## config.mk

```make
export PLATFORM = sky130hd
export DESIGN_NAME = motor_speed_pid_step
export DESIGN_NICKNAME = d
export VERILOG_FILES = /design/src/hw/rtl/msps_pkg.sv /design/src/hw/rtl/motor_speed_pid_step.sv
export SDC_FILE = /design/constraint.sdc
export NUM_CORES = 2
export LEC_CHECK = 0
export ABC_AREA = 1
export BUFFER_PORTS_ARGS = -buffer_cell sky130_fd_sc_hd__buf_4
export CORE_MARGIN = 5
export CORE_UTILIZATION = 55
export DETAILED_ROUTE_END_ITERATION = 16
export PLACE_DENSITY = 0.71
export SLEW_MARGIN = 15
export SYNTH_ARGS = -nofsm -noshare
export SYNTH_HDL_FRONTEND = slang
export SYNTH_SLANG_ARGS = --single-unit
export TNS_END_PERCENT = 10
```

## constraint.sdc

```tcl
create_clock -name clock -period 22.3 [get_ports clock]
set_clock_uncertainty 0.05 [all_clocks]
set_input_delay 4.46 -clock clock [delete_from_list [all_inputs] [get_ports clock]]
set_output_delay 4.46 -clock clock [all_outputs]
set_load 0.02 [all_outputs]
```

## src/hw/rtl/msps_pkg.sv

```systemverilog
// msps_pkg: constants shared by the motor speed pid step block
// register indexes, field widths and reset values; no dependencies
package msps_pkg;

   // configuration port
   localparam int CsrIdxW  = 3;
   localparam int CsrDataW = 24;

   localparam logic [CsrIdxW-1:0] CsrPGain     = 3'd0;
   localparam logic [CsrIdxW-1:0] CsrIGain     = 3'd1;
   localparam logic [CsrIdxW-1:0] CsrDGain     = 3'd2;
   localparam logic [CsrIdxW-1:0] CsrMaxSpeed  = 3'd3;
   localparam logic [CsrIdxW-1:0] CsrOutLimit  = 3'd4;

   // field and state widths
   localparam int GainW   = 24;
   localparam int SpeedW  = 16;
   localparam int ErrW    = SpeedW + 1;
   localparam int DutyW   = 8;
   localparam int IntegW  = 40;
   localparam int ProdW   = GainW + 1 + ErrW;
   localparam int IntSumW = ProdW + 1;
   localparam int SumW    = ProdW + 2;
   localparam int FracW   = 16;

   // reset values of the configuration registers
   localparam logic [GainW-1:0]  PGainReset    = 24'd72090;
   localparam logic [GainW-1:0]  IGainReset    = 24'd0;
   localparam logic [GainW-1:0]  DGainReset    = 24'd0;
   localparam logic [SpeedW-1:0] MaxSpeedReset = 16'hFFFF;
   localparam logic [DutyW-1:0]  OutLimitReset = 8'd100;

   // lower saturation bound of the integral, -2^39 in the wider sum format
   localparam logic signed [IntSumW-1:0] IntegMin =
      -(IntSumW'(1) <<< (IntegW - 1));

endpackage

```

## src/hw/rtl/motor_speed_pid_step.sv

```systemverilog
// motor_speed_pid_step: pid speed loop, derivative on measurement, one tick per transaction
// depends on msps_pkg for register indexes, widths and reset values
//
// a request transaction is held in the input register and then in the result register;
// the input register moves on only when the result register is free or being taken;
// throughput: one transaction per cycle unless the result channel stalls; an active one
// updates the channel integral and previous speed at the same edge that loads the result.
// reset: synchronous, active high; clears valid flags and channel state, loads
// the register reset values.
module motor_speed_pid_step #(
   parameter int NUM_MOTORS = 2
) (
   input  logic        clock,
   input  logic        reset,
   // request channel
   input  logic        req_tvalid,
   output logic        req_tready,
   input  logic [31:0] req_tdata,   // [15:0] setpoint_rpm, [31:16] measured_rpm
   input  logic [0:0]  req_tuser,   // [0] motor_index
   // result channel
   output logic        rsp_tvalid,
   input  logic        rsp_tready,
   output logic [31:0] rsp_tdata,   // [7:0] duty_percent, [24:8] speed_error, rest zero
   output logic [0:0]  rsp_tuser,   // [0] loop_active
   // configuration writes
   input  logic                         csr_we,
   input  logic [msps_pkg::CsrIdxW-1:0] csr_index,
   input  logic [msps_pkg::CsrDataW-1:0] csr_wdata
);

   // configuration registers
   logic [msps_pkg::GainW-1:0]  p_gain_ff,    p_gain_in;
   logic [msps_pkg::GainW-1:0]  i_gain_ff,    i_gain_in;
   logic [msps_pkg::GainW-1:0]  d_gain_ff,    d_gain_in;
   logic [msps_pkg::SpeedW-1:0] max_speed_ff, max_speed_in;
   logic [msps_pkg::DutyW-1:0]  out_limit_ff, out_limit_in;

   // input stage
   logic                        in_valid_ff,  in_valid_in;
   logic                        in_motor_ff,  in_motor_in;
   logic [msps_pkg::SpeedW-1:0] in_setpt_ff,  in_setpt_in;
   logic [msps_pkg::SpeedW-1:0] in_meas_ff,   in_meas_in;

   // result stage
   logic                              out_valid_ff, out_valid_in;
   logic [msps_pkg::DutyW-1:0]        out_duty_ff,  out_duty_in;
   logic signed [msps_pkg::ErrW-1:0]  out_err_ff,   out_err_in;
   logic                              out_active_ff, out_active_in;

   // per-channel state
   logic signed [msps_pkg::IntegW-1:0] integ_acc_ff [NUM_MOTORS];
   logic [msps_pkg::SpeedW-1:0]        prev_speed_ff [NUM_MOTORS];

   // datapath
   logic                                advance;
   logic                                chan_ok;
   logic                                active;
   logic signed [msps_pkg::IntegW-1:0]  acc_rd;
   logic [msps_pkg::SpeedW-1:0]         prev_rd;
   logic [msps_pkg::SpeedW-1:0]         meas_c;
   logic signed [msps_pkg::ErrW-1:0]    err;
   logic signed [msps_pkg::ErrW-1:0]    meas_diff;
   logic signed [msps_pkg::ProdW-1:0]   pterm;
   logic signed [msps_pkg::ProdW-1:0]   iterm;
   logic signed [msps_pkg::ProdW-1:0]   dterm;
   logic signed [msps_pkg::IntSumW-1:0] integ_sum;
   logic signed [msps_pkg::IntSumW-1:0] lim_q;
   logic signed [msps_pkg::IntegW-1:0]  integ_new;
   logic signed [msps_pkg::SumW-1:0]    sum;
   logic [msps_pkg::SumW-msps_pkg::FracW-1:0] sum_int;
   logic [msps_pkg::DutyW-1:0]          duty;

   // handshake: the input register moves on when the result register is free
   assign advance    = in_valid_ff && (!out_valid_ff || rsp_tready);
   assign req_tready = !in_valid_ff || advance;

   assign rsp_tvalid = out_valid_ff;
   assign rsp_tdata  = {7'd0, out_err_ff, out_duty_ff};
   assign rsp_tuser  = out_active_ff;

   // configuration write decode
   always_comb begin
      p_gain_in    = p_gain_ff;
      i_gain_in    = i_gain_ff;
      d_gain_in    = d_gain_ff;
      max_speed_in = max_speed_ff;
      out_limit_in = out_limit_ff;
      if (csr_we) begin
         unique case (csr_index)
            msps_pkg::CsrPGain:    p_gain_in    = csr_wdata;
            msps_pkg::CsrIGain:    i_gain_in    = csr_wdata;
            msps_pkg::CsrDGain:    d_gain_in    = csr_wdata;
            msps_pkg::CsrMaxSpeed: max_speed_in = csr_wdata[msps_pkg::SpeedW-1:0];
            msps_pkg::CsrOutLimit: out_limit_in = csr_wdata[msps_pkg::DutyW-1:0];
            default: ;
         endcase
      end
   end

   // input register load
   always_comb begin
      in_valid_in = in_valid_ff;
      in_motor_in = in_motor_ff;
      in_setpt_in = in_setpt_ff;
      in_meas_in  = in_meas_ff;
      if (req_tready) begin
         in_valid_in = req_tvalid;
         in_motor_in = req_tuser[0];
         in_setpt_in = req_tdata[15:0];
         in_meas_in  = req_tdata[31:16];
      end
   end

   // channel state read
   always_comb begin
      acc_rd  = '0;
      prev_rd = '0;
      for (int k = 0; k < NUM_MOTORS; k++) begin
         if (32'(in_motor_ff) == k) begin
            acc_rd  = integ_acc_ff[k];
            prev_rd = prev_speed_ff[k];
         end
      end
   end

   assign chan_ok = 32'(in_motor_ff) < NUM_MOTORS;
   assign active  = chan_ok && (in_setpt_ff != '0);

   // error and the three gain products
   assign meas_c    = (in_meas_ff > max_speed_ff) ? max_speed_ff : in_meas_ff;
   assign err       = $signed({1'b0, in_setpt_ff}) - $signed({1'b0, meas_c});
   assign meas_diff = $signed({1'b0, meas_c}) - $signed({1'b0, prev_rd});
   assign pterm     = $signed({1'b0, p_gain_ff}) * err;
   assign iterm     = $signed({1'b0, i_gain_ff}) * err;
   assign dterm     = $signed({1'b0, d_gain_ff}) * meas_diff;

   // integral update with clamp above at the limit and below at the register range
   assign integ_sum = msps_pkg::IntSumW'(acc_rd) + msps_pkg::IntSumW'(iterm);
   assign lim_q     = $signed({{(msps_pkg::IntSumW - msps_pkg::DutyW - msps_pkg::FracW){1'b0}},
                               out_limit_ff, {msps_pkg::FracW{1'b0}}});
   always_comb begin
      priority if (integ_sum > lim_q) begin
         integ_new = lim_q[msps_pkg::IntegW-1:0];
      end else if (integ_sum < msps_pkg::IntegMin) begin
         integ_new = msps_pkg::IntegMin[msps_pkg::IntegW-1:0];
      end else begin
         integ_new = integ_sum[msps_pkg::IntegW-1:0];
      end
   end

   // output sum, truncation and saturation to 0..limit
   assign sum     = msps_pkg::SumW'(pterm) + msps_pkg::SumW'(integ_new)
                    - msps_pkg::SumW'(dterm);
   assign sum_int = sum[msps_pkg::SumW-1:msps_pkg::FracW];
   always_comb begin
      priority if (sum <= 0) begin
         duty = '0;
      end else if (sum_int > (msps_pkg::SumW - msps_pkg::FracW)'(out_limit_ff)) begin
         duty = out_limit_ff;
      end else begin
         duty = sum_int[msps_pkg::DutyW-1:0];
      end
   end

   // result register load
   always_comb begin
      out_valid_in  = out_valid_ff;
      out_duty_in   = out_duty_ff;
      out_err_in    = out_err_ff;
      out_active_in = out_active_ff;
      if (advance) begin
         out_valid_in  = 1'b1;
         out_duty_in   = active ? duty : '0;
         out_err_in    = active ? err  : '0;
         out_active_in = active;
      end else if (rsp_tready) begin
         out_valid_in  = 1'b0;
      end
   end

   // control and configuration registers
   always_ff @(posedge clock) begin
      if (reset) begin
         p_gain_ff    <= msps_pkg::PGainReset;
         i_gain_ff    <= msps_pkg::IGainReset;
         d_gain_ff    <= msps_pkg::DGainReset;
         max_speed_ff <= msps_pkg::MaxSpeedReset;
         out_limit_ff <= msps_pkg::OutLimitReset;
         in_valid_ff  <= 1'b0;
         out_valid_ff <= 1'b0;
      end else begin
         p_gain_ff    <= p_gain_in;
         i_gain_ff    <= i_gain_in;
         d_gain_ff    <= d_gain_in;
         max_speed_ff <= max_speed_in;
         out_limit_ff <= out_limit_in;
         in_valid_ff  <= in_valid_in;
         out_valid_ff <= out_valid_in;
      end
   end

   // payload registers
   always_ff @(posedge clock) begin
      in_motor_ff   <= in_motor_in;
      in_setpt_ff   <= in_setpt_in;
      in_meas_ff    <= in_meas_in;
      out_duty_ff   <= out_duty_in;
      out_err_ff    <= out_err_in;
      out_active_ff <= out_active_in;
   end

   // channel state update on an active transaction
   always_ff @(posedge clock) begin
      if (reset) begin
         for (int k = 0; k < NUM_MOTORS; k++) begin
            integ_acc_ff[k]  <= '0;
            prev_speed_ff[k] <= '0;
         end
      end else begin
         for (int k = 0; k < NUM_MOTORS; k++) begin
            if (advance && active && (32'(in_motor_ff) == k)) begin
               integ_acc_ff[k]  <= integ_new;
               prev_speed_ff[k] <= meas_c;
            end
         end
      end
   end

`ifndef NO_ASSERTIONS
   // an inactive result carries all-zero fields
   assert property (@(posedge clock) disable iff (reset)
      (rsp_tvalid && !rsp_tuser[0]) |-> (rsp_tdata == '0))
      else $error("inactive result with nonzero fields");

   // duty never exceeds the output limit
   assert property (@(posedge clock) disable iff (reset)
      rsp_tvalid |-> (rsp_tdata[7:0] <= out_limit_ff))
      else $error("duty above output limit");

   // an inactive transaction leaves channel 0 state alone
   assert property (@(posedge clock) disable iff (reset)
      (advance && !active) |=> ($stable(integ_acc_ff[0]) && $stable(prev_speed_ff[0])))
      else $error("state changed on an inactive transaction");
`endif

endmodule
```

# After elaboration in Yosys (flattened, before gate mapping)
# Memories as Yosys holds them, arrays and structs flattened.
# Cells that the tools add are included.
# totals
ramBits,112
register_bits,157
out_inout_bits,35
wordCells,75
mem_count,2
in_bits,65
# classes
n_eq_ne,4
magnitude_cmp,5
mul,3
add_sub_neg,5
n_bitwise,6
reduce_logical,17
muxes,20
# memory_table
memory,words,width,rd,rd_ports_with_merged_regs,wr,line_no,text
integ_acc_ff,2,40,2,0,2,motor_speed_pid_step.sv:51,logic signed [msps_pkg::IntegW-1:0] integ_acc_ff [NUM_MOTORS];
prev_speed_ff,2,16,2,0,2,motor_speed_pid_step.sv:52,logic [msps_pkg::SpeedW-1:0] prev_speed_ff [NUM_MOTORS];
# op_table
operator,n
two-way mux 40 bit,5
multiplier 25 x 17 -> 42 bit,3
two-way mux 16 bit,4
"less-or-equal comparator 44 x 1 -> 1 bit, second input constant",1
subtractor 43 x 42 -> 44 bit,1
adder 40 x 42 -> 43 bit,1
adder 42 x 40 -> 43 bit,1
> comparator 43 x 25 -> 1 bit,1
"less-than comparator 43 x 40 -> 1 bit, second input constant",1
subtractor 16 x 16 -> 17 bit,2
> comparator 28 x 8 -> 1 bit,1
> comparator 16 bit,1
nonzero test 16 bit,1
two-way mux 1 bit,10
AND reduction 2 bit,5
two-way mux 8 bit,1
"equality test 3 x 2 -> 1 bit, second input constant",2
logical AND 1 bit,4
OR 1 bit,4
"equality test 3 x 1 -> 1 bit, second input constant",1
"equality test 3 bit, second input constant",1
zero test 3 bit,1
zero test 1 bit,2
logical OR 1 bit,2
other kinds (3),4

# Logic depth before layout (Yosys ltp)
# logic_depth
word_depth,12
depth_mapped,99
depth_no_buf,96

# Worst setup path before layout
# Ideal clock, no wire load.
# synth_path
path_type,register to register
startpoint,reg in_meas_ff[1] (netlist name)
endpoint,reg out_duty_ff[0] (netlist name) (data pin)
required_time_ns,21.987
path_buffers,3
synth_period_minus_slack_ns,16.519
stages_incl_launch_ff,98
setup_time_ns,0.263
t_arrival_ns,16.206
setup_slack_ns,5.781
cell_sequence,edfxtp_1 ha_1 a21oi_1 nor2_1 a211oi_1 o221ai_1 nand2_1 o2111ai_1 nand2_1 clkbuf_1 nand2_1 o21ai_0 ha_1 inv_1 fa_1 nand3_1 nand3_1 nand2_1 (+62 left out) nor2_1 inv_1 nor2_1 inv_1 nor3_1 nand2_1 nand3_1 xor2_1 ha_1 nand2_1 inv_1 nand3_1 or2_2 a31oi_1 nor2_2 nand2_2 nand2_1 a21oi_1
# synth_via
elab_chain_cells,12
word_cells_on_any_way,18
cone_classes,add/sub: 5; mul: 3; order compare: 5; mux: 4; reduce/logical: 1
# synth_lines
item,line_no,text
start: declaration,motor_speed_pid_step.sv:42,"logic [msps_pkg::SpeedW-1:0] in_meas_ff, in_meas_in;"
start signal: assignment,motor_speed_pid_step.sv:206,in_meas_ff <= in_meas_in;
> comparator 16 bit,motor_speed_pid_step.sv:130,assign meas_c = (in_meas_ff > max_speed_ff) ? max_speed_ff : in_meas_ff;
two-way mux 16 bit (*),motor_speed_pid_step.sv:130,
subtractor 16 x 16 -> 17 bit,motor_speed_pid_step.sv:131,"assign err = $signed({1'b0, in_setpt_ff}) - $signed({1'b0, meas_c});"
multiplier 25 x 17 -> 42 bit,motor_speed_pid_step.sv:134,"assign iterm = $signed({1'b0, i_gain_ff}) * err;"
adder 40 x 42 -> 43 bit,motor_speed_pid_step.sv:138,assign integ_sum = msps_pkg::IntSumW'(acc_rd) + msps_pkg::IntSumW'(iterm);
less-than comparator 43 x 40 -> 1 bit,motor_speed_pid_step.sv:144,end else if (integ_sum < msps_pkg::IntegMin) begin
two-way mux 40 bit,motor_speed_pid_step.sv:144,
two-way mux 40 bit,motor_speed_pid_step.sv:142,priority if (integ_sum > lim_q) begin
adder 42 x 40 -> 43 bit,motor_speed_pid_step.sv:152,assign sum = msps_pkg::SumW'(pterm) + msps_pkg::SumW'(integ_new)
subtractor 43 x 42 -> 44 bit (*),motor_speed_pid_step.sv:153,- msps_pkg::SumW'(dterm);
less-or-equal comparator 44 x 1 -> 1 bit / > comparator 28 x 8 -> 1 bit (equally long branches),"motor_speed_pid_step.sv:156, motor_speed_pid_step.sv:158",
OR reduction 2 bit (no source line) / two-way mux 8 bit (equally long branches),n/a,
end signal: assignment,motor_speed_pid_step.sv:207,out_duty_ff <= out_duty_in;
end: declaration,motor_speed_pid_step.sv:46,"logic [msps_pkg::DutyW-1:0] out_duty_ff, out_duty_in;"
# Mark *: on every way between the ends. The rest lies on a longest branch, timed or not.
# A chain may end at the register's enable or synchronous reset.

# Worst setup path in the final report
# Same ends and word-level chain as after synthesis.

==> summary.txt <==
Run status
  – Status: finished, final reports clean

Route
  – Residual DRC count: 0
  – Total iterations of the first detailed-routing run: 6
  – Via count: 47137
  – Detailed-route vias per instance: 5.572
  – Antenna Violating Nets Remaining: 0
  – Routed wire length: 195.3 mm
  – DRC violation total after the first TritonRoute iteration: 4606
  – Routed len/inst: 23.09 um

Yosys
  – Synthesized area per cell: 8.073 um^2
  – Post-synthesis simple-gate area fraction: 18.51%
  – Number of flops mapped to enable cells by yosys: 171
  – Count of mapped cells out of synthesis: 7090
  – Adder and majority cell fraction of the synthesized area: 50.18%
  – YS warnings: 0
  – Post-synth cell types: 46
  – Main flop type after synthesis: sky130_fd_sc_hd__edfxtp_1
  – Compound-gate portion of the synthesized area: 3.736%
  – Sequential fraction of the synthesis area: 12.40%
  – Asr flop ratio synth: 0%
  – Seq cells post-synth: 269
  – Mux share of post-synthesis cell area: 0.6995%
  – Xor-xnor portion of the synthesized cell area: 0.4284%
  – Cell area after synthesis: 0.05724 mm^2
  – Largest family of logic cells by synthesized area: adder cells

Clock tree
  – Hold buffer count at CTS: 0
  – Number of clock buffers inserted by TritonCTS: 36
  – Root buf cell: sky130_fd_sc_hd__clkbuf_16
  – CTS tree: yes
  – Setup Buffers After CTS: 0
  – Post-cts gate resize count: 0
  – H-tree levels: 2
  – Max Root-Sink Buffers: 3
  – Clock insertion delay at the later pin of the skew report: 0.60 ns
  – Clock sinks: 269
  – Clk pin slew, worst setup/hold paths: 0.06 ns

Floorplan
  – Core area: 0.1035 mm^2
  – Overall die width: 332.6 um
  – Initial Utilization: 55.30%
  – Die ar.: 0.1106 mm^2
  – Die Ht: 332.6 um
  – Number of standard-cell rows in the floorplan: 118
  – IO Count: 100

STA
  – Setup total negative slack: 0 ns
  – Number of max-slew violations in the final report: 0
  – Setup repair after global routing missed its margin: no
  – Final critical-path required period: 20.45 ns
  – Final setup margin: 1.853 ns
  – Part of the cycle the worst path needs: 91.69%
  – Max-Slew Margin vs Limit: 21.16%
  – Actual slew at the worst max-slew pin: 1.181 ns
  – Achievable frequency: 48.91 MHz
  – Number of hold-slack violations in the final timing report: 0
  – Final number of setup-violating endpoints: 0

Finish
  – Layout overhead on the synthesized area: 5.738%
  – Net count, final: 8709
  – Layout Cells excl Fill: 8460
  – Area used by multi-input combinational logic: 0.04218 mm^2
  – Area used by sequential logic in the layout: 0.007097 mm^2
  – Final core utilization: 58.48%
  – Layout cell share with drive strength beyond 1: 4.341%
  – Number of filler cells placed in the layout: 9548

Setup path
  – Highest net fanout along the worst path: 42
  – Most used cell, CP: sky130_fd_sc_hd__nand2_1
  – Category of the worst setup path capture point: flip-flop
  – Required time reported for the critical path endpoint: 22.56 ns
  – Type of the worst setup path: reg -> reg
  – Crit-path slowest cell: sky130_fd_sc_hd__fa_1
  – Worst setup SP type: flip-flop
  – Worst endpoint data arrival time: 20.71 ns
  – Worst stage delay on the critical path: 0.60 ns

GRT
  – Aggregate global-route resource usage: 35.55%
  – Via count of the first global-routing pass: 48637
  – Wire length of the first global-routing pass: 295.9 mm
  – Initial antenna violation count: 8
  – Largest net degree at the start of global routing: 67
  – Overflow after GRT: 0

Placed design
  – HPWL after DPL: 163.2 mm
  – Placed Cells incl. Taps: 8386
  – Worst setup slack after placement: 2.212 ns
  – PortBufs: 92
  – Placer's final routability congestion estimate: 0.9971

Run
  – Max-capacitance violation count: 0

Min path
  – Class of the worst hold path: reg -> reg
## registers in the layout, summed over array words and instances, names as in the netlist
name / count
rsp_tuser: 1
in_setpt_ff: 16
out_err_ff: 17
in_meas_ff: 16
in_motor_ff: 1
rsp_tvalid: 1
out_limit_ff: 8
out_duty_ff: 8
in_valid_ff: 1
max_speed_ff: 16
d_gain_ff: 24
prev_speed_ff: 32
p_gain_ff: 24
integ_acc_ff: 80
i_gain_ff: 24
## critical path: cells and delay by family (launching register included)
kind / cells / cell delay, ns
simple gates: 46 / 6.44
flops: 1 / 0.39
buf+inv: 16 / 1.66
fa+ha+maj: 20 / 9.37
xor+xnor: 2 / 0.75
compound gates: 10 / 1.46
## cell families after synthesis
| group | count (synthesis) |
|---|---|
| adders and majority gates | 1600 |
| DFF | 269 |
| buffers and inverters | 2122 |
| xor gates and xnor gates | 28 |
| muxes | 40 |
| AOI/OAI and AO/OA | 404 |
| and+or+nand+nor | 2626 |
| other | 1 |
## metal layers
| metal | wire length, um | GRT usage (%) | up-vias | share of wire [%] |
|---|---|---|---|---|
| li1 | - | - | 20651 | - |
| met1 | 75000 | 47.37 | 23204 | 38 |
| met2 | 81980 | 51.37 | 2639 | 42 |
| met3 | 23380 | 11.02 | 629 | 12 |
| met4 | 14860 | 21.16 | 14 | 7.6 |
| met5 | 94 | 0 | - | 0.048 |
## per-stage QoR
stage | area [um^2] | hold slack, ns
2_1_floorplan | 57260 | 0.4146
3_3_place_gp | 59250 | 0.4225
3_5_place_dp | 59250 | 0.4309
4_1_cts | 60500 | 0.4392
5_1_grt | 60510 | 0.4736
6_report | 60520 | 0.4292
## worst paths after layout
kind / from / endpoint / slack [ns] / depth (start not counted)
worst min register to register: out_limit_ff[1] / out_limit_ff[1] / 0.43 / 2
worst min-delay path: out_limit_ff[1] / out_limit_ff[1] / 0.43 / 2
worst max register to register: in_meas_ff[1] / out_duty_ff[0] / 1.85 / 94
worst max-delay path: in_meas_ff[1] / out_duty_ff[0] / 1.85 / 94
## layout by cell type (no fill, tap or decap), types with 150 or more instances in the layout
| cell | Yosys | routed |
|---|---|---|
| sky130_fd_sc_hd__inv_1 | 1835 | 1833 |
| sky130_fd_sc_hd__nor2_1 | 766 | 765 |
| sky130_fd_sc_hd__fa_1 | 1159 | 1158 |
| sky130_fd_sc_hd__ha_1 | 441 | 441 |
| sky130_fd_sc_hd__nand2_1 | 1474 | 1471 |
| sky130_fd_sc_hd__buf_4 | 12 | 164 |
| sky130_fd_sc_hd__a21oi_1 | 207 | 207 |
| sky130_fd_sc_hd__edfxtp_1 | 171 | 171 |
| sky130_fd_sc_hd__o21ai_0 | 150 | 150 |
| sky130_fd_sc_hd__nand3_1 | 219 | 219 |
## cell type report
cell class	count	area share, %
Tap cell	1380	2.853
Multi-Input combinational cell	4705	69.69
Clock inverter	25	0.5044
Antenna cell	8	0.03308
Clock buffer	41	1.573
Sequential cell	269	11.73
Inverter	1868	11.59
Timing Repair Buffer	164	2.034
## synth_stat cells (all sizes together) (6+ instances only)
master / number / area [um^2]
o211ai: 11 / 82.58
dfxtp: 98 / 1962
nor2: 788 / 3018
buf: 33 / 200.2
fa: 1159 / 23200
o21ai: 151 / 759.5
and2: 7 / 43.79
or2: 16 / 100.1
nand3: 229 / 1196
nand2: 1488 / 5620
nand3b: 18 / 135.1
clkbuf: 221 / 829.6
edfxtp: 171 / 5135
inv: 1843 / 6918
a31oi: 6 / 37.54
nand4: 45 / 281.5
a21o: 7 / 52.55
mux2i: 40 / 400.4
xnor2: 6 / 52.55
nor4: 8 / 50.05
o21bai: 12 / 90.09
ha: 441 / 5518
clkinv: 25 / 93.84
a21oi: 207 / 1036
nor3: 25 / 135.1
xor2: 22 / 192.7
Power is not shown: default switching activity piles up to over one toggle a cycle in this logic, so the estimate is an artifact.
